--- config.mk ---
export PLATFORM = sky130hd
export DESIGN_NAME = tick_down_counter_timer_unit
export DESIGN_NICKNAME = d
export VERILOG_FILES = /design/src/sv/tdct_pkg.sv /design/src/sv/tdct_core.sv /design/src/sv/tick_down_counter_timer_unit.sv
export VERILOG_INCLUDE_DIRS = /design/src /design/src/sv
export SDC_FILE = /design/constraint.sdc
export NUM_CORES = 1
export LEC_CHECK = 0
export ABC_AREA = 1
export BUFFER_PORTS_ARGS = -buffer_cell sky130_fd_sc_hd__buf_2
export CORE_MARGIN = 10
export CORE_UTILIZATION = 60
export CTS_CLUSTER_DIAMETER = 100
export DETAILED_ROUTE_END_ITERATION = 8
export GPL_ROUTABILITY_DRIVEN = 0
export GPL_TIMING_DRIVEN = 0
export PLACE_DENSITY = 0.8
export SLEW_MARGIN = 20
export SYNTH_ARGS = -nofsm -noshare
export SYNTH_HDL_FRONTEND = slang
export SYNTH_SLANG_ARGS = --single-unit
--- constraint.sdc ---
create_clock -name i_clk -period 3.2 [get_ports i_clk]
set_clock_uncertainty 0.15 [all_clocks]
set_input_delay 0.32 -clock i_clk [delete_from_list [all_inputs] [get_ports i_clk]]
set_output_delay 0.32 -clock i_clk [all_outputs]
set_load 0.005 [all_outputs]
--- src/sv/tick_down_counter_timer_unit_defines.svh ---
// Assertion macros shared by the timer RTL.
// TDCT_ASSERT checks a property outside reset; TDCT_ASSERT_ALWAYS also checks it in reset.
`ifndef TICK_DOWN_COUNTER_TIMER_UNIT_DEFINES_SVH
`define TICK_DOWN_COUNTER_TIMER_UNIT_DEFINES_SVH

`ifndef ASSERT_OFF
`define TDCT_ASSERT(lbl, clk, rst_n, prop, msg) \
    lbl: assert property (@(posedge clk) disable iff (!(rst_n)) prop) else $error(msg);
`define TDCT_ASSERT_ALWAYS(lbl, clk, prop, msg) \
    lbl: assert property (@(posedge clk) prop) else $error(msg);
`else
`define TDCT_ASSERT(lbl, clk, rst_n, prop, msg)
`define TDCT_ASSERT_ALWAYS(lbl, clk, prop, msg)
`endif

`endif

--- src/sv/tdct_pkg.sv ---
`default_nettype none
package tdct_pkg;

    // Fixed widths of the bus fields
    localparam int DATA_W = 24;
    localparam int OP_W   = 2;
    localparam int IDX_W  = 2;

    // Parameter defaults
    localparam int COUNT_WIDTH_DEF  = 24;
    localparam int PRESCALE_DIV_DEF = 8;

    // Control register bit positions
    localparam int CTRL_EN_BIT      = 0;
    localparam int CTRL_IRQ_BIT     = 1;
    localparam int CTRL_CLKSRC_BIT  = 2;
    localparam int CTRL_ONESHOT_BIT = 3;
    localparam int CTRL_FLAG_BIT    = 16;

    typedef enum logic [OP_W-1:0] {
        OP_TICK  = 2'd0,
        OP_READ  = 2'd1,
        OP_WRITE = 2'd2
    } t_opcode;

    typedef enum logic [IDX_W-1:0] {
        REG_CTRL    = 2'd0,
        REG_RELOAD  = 2'd1,
        REG_CURRENT = 2'd2,
        REG_ELAPSED = 2'd3
    } t_reg_index;

    // One result beat
    typedef struct packed {
        logic [DATA_W-1:0] read_data;
        logic              irq_pulse;
        logic              reached_zero;
    } t_result;

endpackage
`default_nettype wire

--- src/sv/tdct_core.sv ---
`default_nettype none
`include "tick_down_counter_timer_unit_defines.svh"
module tdct_core
    import tdct_pkg::*;
#(
    parameter int COUNT_WIDTH  = COUNT_WIDTH_DEF,
    parameter int PRESCALE_DIV = PRESCALE_DIV_DEF
) (
    input  wire logic              i_clk,
    input  wire logic              i_rst_n,
    input  wire logic              i_fire,
    input  wire logic [OP_W-1:0]   i_opcode,
    input  wire logic [IDX_W-1:0]  i_reg_index,
    input  wire logic [DATA_W-1:0] i_write_data,
    output t_result                o_result
);

    localparam int PW = $clog2(PRESCALE_DIV);
    localparam logic [PW-1:0] PRE_LAST = PW'(PRESCALE_DIV - 1);

    logic [COUNT_WIDTH-1:0] r_current, n_current;
    logic [COUNT_WIDTH-1:0] r_reload, n_reload;
    logic                   r_run, n_run;
    logic                   r_irq_en, n_irq_en;
    logic                   r_direct, n_direct;
    logic                   r_one_shot, n_one_shot;
    logic                   r_flag, n_flag;
    logic [PW-1:0]          r_pre, n_pre;

    logic [COUNT_WIDTH-1:0] w_dec;
    logic [COUNT_WIDTH-1:0] w_elapsed;
    logic [31:0]            w_data32;
    logic [31:0]            w_read32;
    logic                   w_take;
    t_result                w_res;

    assign w_dec     = r_current - COUNT_WIDTH'(1);
    assign w_elapsed = r_reload - r_current;
    assign w_data32  = 32'(i_write_data);

    // Next state and result for the beat in the input register
    always_comb begin
        n_current  = r_current;
        n_reload   = r_reload;
        n_run      = r_run;
        n_irq_en   = r_irq_en;
        n_direct   = r_direct;
        n_one_shot = r_one_shot;
        n_flag     = r_flag;
        n_pre      = r_pre;
        w_take     = 1'b0;
        w_read32   = '0;
        w_res      = '0;
        case (t_opcode'(i_opcode))
            OP_TICK: begin
                if (r_run) begin
                    // prescaler only advances in divided mode
                    if (r_direct) begin
                        w_take = 1'b1;
                    end else if (r_pre >= PRE_LAST) begin
                        n_pre  = '0;
                        w_take = 1'b1;
                    end else begin
                        n_pre = r_pre + PW'(1);
                    end
                    if (w_take) begin
                        if (r_current == '0) begin
                            n_current = r_reload;
                        end else begin
                            n_current = w_dec;
                            if (w_dec == '0) begin
                                n_flag             = 1'b1;
                                w_res.reached_zero = 1'b1;
                                w_res.irq_pulse    = r_irq_en;
                                if (r_one_shot) begin
                                    n_run     = 1'b0;
                                    n_irq_en  = 1'b0;
                                    n_reload  = '0;
                                    n_current = '0;
                                end
                            end
                        end
                    end
                end
            end
            OP_READ: begin
                case (t_reg_index'(i_reg_index))
                    REG_CTRL: begin
                        w_read32[CTRL_EN_BIT]      = r_run;
                        w_read32[CTRL_IRQ_BIT]     = r_irq_en;
                        w_read32[CTRL_CLKSRC_BIT]  = r_direct;
                        w_read32[CTRL_ONESHOT_BIT] = r_one_shot;
                        w_read32[CTRL_FLAG_BIT]    = r_flag;
                        n_flag                     = 1'b0;
                    end
                    REG_RELOAD:  w_read32 = 32'(r_reload);
                    REG_CURRENT: w_read32 = 32'(r_current);
                    REG_ELAPSED: w_read32 = 32'(w_elapsed);
                    default:     w_read32 = '0;
                endcase
                w_res.read_data = w_read32[DATA_W-1:0];
            end
            OP_WRITE: begin
                case (t_reg_index'(i_reg_index))
                    REG_CTRL: begin
                        n_run      = i_write_data[CTRL_EN_BIT];
                        n_irq_en   = i_write_data[CTRL_IRQ_BIT];
                        n_direct   = i_write_data[CTRL_CLKSRC_BIT];
                        n_one_shot = i_write_data[CTRL_ONESHOT_BIT];
                    end
                    REG_RELOAD: n_reload = w_data32[COUNT_WIDTH-1:0];
                    REG_CURRENT: begin
                        n_current = '0;
                        n_flag    = 1'b0;
                    end
                    default: ;
                endcase
            end
            default: ;
        endcase
    end

    assign o_result = w_res;

    // Timer state, updated once per processed beat
    always_ff @(posedge i_clk) begin
        if (!i_rst_n) begin
            r_current  <= '0;
            r_reload   <= '0;
            r_run      <= 1'b0;
            r_irq_en   <= 1'b0;
            r_direct   <= 1'b0;
            r_one_shot <= 1'b0;
            r_flag     <= 1'b0;
            r_pre      <= '0;
        end else if (i_fire) begin
            r_current  <= n_current;
            r_reload   <= n_reload;
            r_run      <= n_run;
            r_irq_en   <= n_irq_en;
            r_direct   <= n_direct;
            r_one_shot <= n_one_shot;
            r_flag     <= n_flag;
            r_pre      <= n_pre;
        end
    end

    `TDCT_ASSERT(a_zero_sets_flag, i_clk, i_rst_n,
        (i_fire && w_res.reached_zero) |=> r_flag,
        "count to zero did not set the flag")
    `TDCT_ASSERT(a_one_shot_stop, i_clk, i_rst_n,
        (i_fire && w_res.reached_zero && r_one_shot)
            |=> (!r_run && r_current == '0 && r_reload == '0),
        "one-shot did not stop the timer")
    `TDCT_ASSERT(a_ctrl_read_clears, i_clk, i_rst_n,
        (i_fire && i_opcode == OP_READ && i_reg_index == REG_CTRL) |=> !r_flag,
        "control read did not clear the flag")

endmodule
`default_nettype wire

--- src/sv/tick_down_counter_timer_unit.sv ---
`default_nettype none
`include "tick_down_counter_timer_unit_defines.svh"
// Tick down-counter timer. Every input beat is a clock tick, a register read or a register
// write (opcode and register index in tuser, write value in tdata) and gives exactly one
// result beat: read data in tdata, irq pulse and reached-zero flags in tuser. A beat is taken
// every clock cycle while the output side accepts; it is held in the input register, where it is
// applied to the timer registers, and its result then waits in the output register. Reading
// control clears the count flag; the counter is COUNT_WIDTH bits and the prescaler divides by
// PRESCALE_DIV.
module tick_down_counter_timer_unit
    import tdct_pkg::*;
#(
    parameter int COUNT_WIDTH  = COUNT_WIDTH_DEF,
    parameter int PRESCALE_DIV = PRESCALE_DIV_DEF
) (
    input  wire logic        i_clk,
    input  wire logic        i_rst_n,
    input  wire logic        i_s_tvalid,
    output logic             o_s_tready,
    input  wire logic [23:0] i_s_tdata,   // [23:0] write_data
    input  wire logic [3:0]  i_s_tuser,   // [1:0] opcode, [3:2] reg_index
    output logic             o_m_tvalid,
    input  wire logic        i_m_tready,
    output logic [23:0]      o_m_tdata,   // [23:0] read_data
    output logic [1:0]       o_m_tuser    // [0] irq_pulse, [1] reached_zero
);

    logic              r_in_valid;
    logic [OP_W-1:0]   r_opcode;
    logic [IDX_W-1:0]  r_reg_index;
    logic [DATA_W-1:0] r_write_data;
    logic              r_out_valid;
    t_result           r_out;
    t_result           w_res;
    logic              w_adv;
    logic              w_s_fire;

    // The input beat moves on whenever the output register is free or draining
    assign w_adv      = r_in_valid && (!r_out_valid || i_m_tready);
    assign o_s_tready = !r_in_valid || w_adv;
    assign w_s_fire   = i_s_tvalid && o_s_tready;

    // Input register
    always_ff @(posedge i_clk) begin
        if (!i_rst_n) begin
            r_in_valid <= 1'b0;
        end else if (o_s_tready) begin
            r_in_valid <= i_s_tvalid;
        end
        if (w_s_fire) begin
            r_opcode     <= i_s_tuser[1:0];
            r_reg_index  <= i_s_tuser[3:2];
            r_write_data <= i_s_tdata;
        end
    end

    tdct_core #(
        .COUNT_WIDTH  (COUNT_WIDTH),
        .PRESCALE_DIV (PRESCALE_DIV)
    ) u_core (
        .i_clk        (i_clk),
        .i_rst_n      (i_rst_n),
        .i_fire       (w_adv),
        .i_opcode     (r_opcode),
        .i_reg_index  (r_reg_index),
        .i_write_data (r_write_data),
        .o_result     (w_res)
    );

    // Output register
    always_ff @(posedge i_clk) begin
        if (!i_rst_n) begin
            r_out_valid <= 1'b0;
        end else if (w_adv) begin
            r_out_valid <= 1'b1;
        end else if (i_m_tready) begin
            r_out_valid <= 1'b0;
        end
        if (w_adv) begin
            r_out <= w_res;
        end
    end

    assign o_m_tvalid = r_out_valid;
    assign o_m_tdata  = r_out.read_data;
    assign o_m_tuser  = {r_out.reached_zero, r_out.irq_pulse};

    `TDCT_ASSERT(a_stall_blocks_input, i_clk, i_rst_n,
        (r_in_valid && r_out_valid && !i_m_tready) |-> !o_s_tready,
        "input taken while both registers are stalled")
    `TDCT_ASSERT(a_bus_no_zero, i_clk, i_rst_n,
        (w_adv && r_opcode != OP_TICK) |=> !r_out.reached_zero && !r_out.irq_pulse,
        "bus access flagged a count to zero")
    `TDCT_ASSERT_ALWAYS(a_reset_empty, i_clk,
        !i_rst_n |=> !o_m_tvalid,
        "result valid right after reset")

endmodule
`default_nettype wire
==> reports/metrics.yaml <==
cells_and_area:
  final_nets: 1170
  syn_to_final_growth_pct: 14.95
  drive_gt1_frac: 0.1044
  antennaDiodeCount: 0
global_routing:
  grt_pass1_wl_mm: 32.79
  grt_max_degree: 29
  grt_pass1_vias: 6659
  gr-total-overflow: 0
  grt_antenna_before_repair: 0
  grtUsageTotal: 0.2488
die:
  fp-row-count: 39
  start_util: 0.6170
  die_h_um: 128.8
  core_area_mm2: 0.01152
  die_x_um: 128.8
  io_pins: 60
  dieArea_mm2: 0.01660
timing:
  hold_violations: 0
  worst_pin_slew_ns: 0.9871
  setup_viol: 0
  grt_setup_unrepaired: "no"
  slew_viol_final: 0
  fmax_ghz: 0.3409
  maxSlewHeadroom: 0.3412
  fin_crit_sh: 0.9168
  period_needed_ns: 2.934
  holdWs_ns: 0.07999
placement:
  hpwl_mm: 15.12
  port_buffers: 59
synthesis:
  syn_avg_cell_area_um2: 7.056
  ys_seq_area_frac: 0.3916
  syn_area_mm2: 0.007106
  synth_seq_cells: 112
  yosysTopAreaCell: "edfxtp_1"
  synth_nets: 1071
  synth_top_area_frac: 0.2282
  netlist-cell-type-count: 41
  syn_inst: 1007
  synth_warnings: 0
  synthTopCellsByArea: "edfxtp_1 23%, dfxtp_1 16%, nand2_1 14%, inv_1 7.0%, nor2_1 6.4%"
critical_path:
  crit_fanout: 14
  cp-end-kind: "register"
  crit_required_ns: 3.34
  crit_path_start_kind: "register"
  crit_type: "register to register"
  crit_arrival_ns: 3.08
power:
  p_leak_uw: 0.003731
  total_power_uw: 3708
  peakVddDrop_v: 0.0004059
  powerDensity_mw_per_mm2: 453.9
route:
  post_drt_wl_per_cell_um: 16.26
  drcViolationCount: 0
  final_antenna_net_count: 0
  drt_iter0_markers: 746
  routed_wl_mm: 20.39
  firstDrtPassIters: 7
  via_count: 7030
  avgViaCountPerCell: 5.606
cts:
  cts_inserted_buffers: 9
  clk_pin_slew_worst_paths_ns: 0.08
  cts_tree: "done"
  cts_num_sinks: 112
  cts_setup_buffers: 0
  htreeDepth: 3
  clk_path_buf_depth: 2
  clkLatencyLatePin_ns: 0.37
  cts-root-buf: "clkbuf_16"
min_path:
  hold_path.class: "primary input to register"
flow_run:
  cap_violations: 0
run_status:
  outcome: "finished clean"
==> where the power goes <==
part	switching (µW)	internal, µW	leakage, µW
registers	37.3	1560	0.000995
clock network	563	613	0.000142
logic	639	299	0.00259
total	1240	2470	0.00373
==> metal layers <==
metal,share of wire,up-vias,track usage
met5,0,-,0
met4,0.037,0,0.1191
met3,0.085,64,0.05133
met2,0.46,322,0.4075
met1,0.42,3096,0.3079
li1,-,3548,-
==> cells in the mapped netlist (all sizes together) <==
cell and number:
o21bai 4, ha 31, a21oi 82, inv 135, nand3 41, clkbuf 18, and3 1, nand2 274
xor2 3, xnor2 2, o22ai 4, a221oi 3, or2 8, dfxtp 58, fa 1, a31oi 18
clkinv 4, a211oi 1, nor2 131, o211a 1, nor4 3, nor3 11, a21boi 2, edfxtp 54
o21ai 46, and2 2, a21o 1, o221ai 2, buf 11, o21a 1, o211ai 17, nand3b 1
nand4 36
==> final cells by class <==
| class | count | area [µm²] |
|---|---|---|
| timing repair buffer | 87 | 575.6 |
| clock buffer | 10 | 229.0 |
| timing repair inverter | 1 | 5.005 |
| tap | 143 | 178.9 |
| clock inverter | 6 | 66.31 |
| fill | 958 | 3348 |
| buffer | 29 | 141.4 |
| inverter | 139 | 525.5 |
| multi-input combinational | 727 | 3664 |
| sequential | 112 | 2783 |
==> worst paths after layout <==
path,from,endpoint,slack (ns),depth (start not counted)
setup / recovery,o_m_tvalid,u_core.r_current[14],0.27,10
hold / removal,i_s_tvalid,r_in_valid,0.08,3
setup reg to reg,o_m_tvalid,u_core.r_current[14],0.27,10
hold reg to reg,u_core.r_pre[2],u_core.r_pre[2],0.34,2
==> registers in the layout, summed over array words and instances, names as in the netlist, 2 cells and up <==
| name | cells |
|---|---|
| u_core.r_reload | 24 |
| r_reg_index | 2 |
| u_core.r_pre | 3 |
| o_m_tuser | 2 |
| r_opcode | 2 |
| o_m_tdata | 24 |
| u_core.r_current | 24 |
| r_write_data | 24 |
==> worst max-delay path: stages, from the launching register on <==
cell	delay [ns]
dfxtp_1	0.33
nand2_1	0.09
nand2_1	0.24
clkinvlp_4	0.38
nand2_1	0.16
nor2_1	0.11
nand2_1	0.22
nor2_2	0.42
clkbuf_1	0.43
o211ai_1	0.16
a21oi_1	0.17
==> layout by cell type, fill, tap and decap left out, drive strengths merged, types with 8 or more instances in the layout <==
master / count
o21ai: 46
nand4: 36
or2: 8
dlygate4sd3: 28
nand2: 274
clkbuf: 28
ha: 31
buf: 70
edfxtp: 54
a31oi: 18
a21oi: 82
nor3: 11
nor2: 131
dfxtp: 58
o211ai: 17
inv: 136
nand3: 41
==> kinds of logic after synthesis <==
| logic type | synth area share |
|---|---|
| AND/OR/NAND/NOR | 0.3069 |
| adder cells (fa/ha/maj) | 0.05740 |
| buffers and inverters | 0.09332 |
| AO/OA/AOI/OAI | 0.1446 |
| flip-flops | 0.3916 |
| XOR/XNOR | 0.006164 |
==> repair_timing <==
action / CTS / global route
cloned: 0 / 1
resized for setup: 1 / 3
endpoints found under the setup margin: 16 / 16
hold buffers: 28 / 0
endpoints found under the hold margin: 28 / 0
==> per-stage QoR <==
step / setup TNS [ns] / cells / instance area [µm²] / worst slack, ns / util
after global placement: -2.330 / 1209 / 7580 / -0.1966 / 0.6582
after floorplan: 0 / 1007 / 7106 / 0.7046 / -
after detailed placement: -3.532 / 1209 / 7580 / -0.2817 / 0.6582
final: 0 / 1254 / 8168 / 0.2662 / 0.7093
after global routing: 0 / 1254 / 8168 / 0.02882 / 0.7093
after CTS: 0 / 1253 / 8159 / 0.2238 / 0.7085
(Power assumes the default switching activity.)
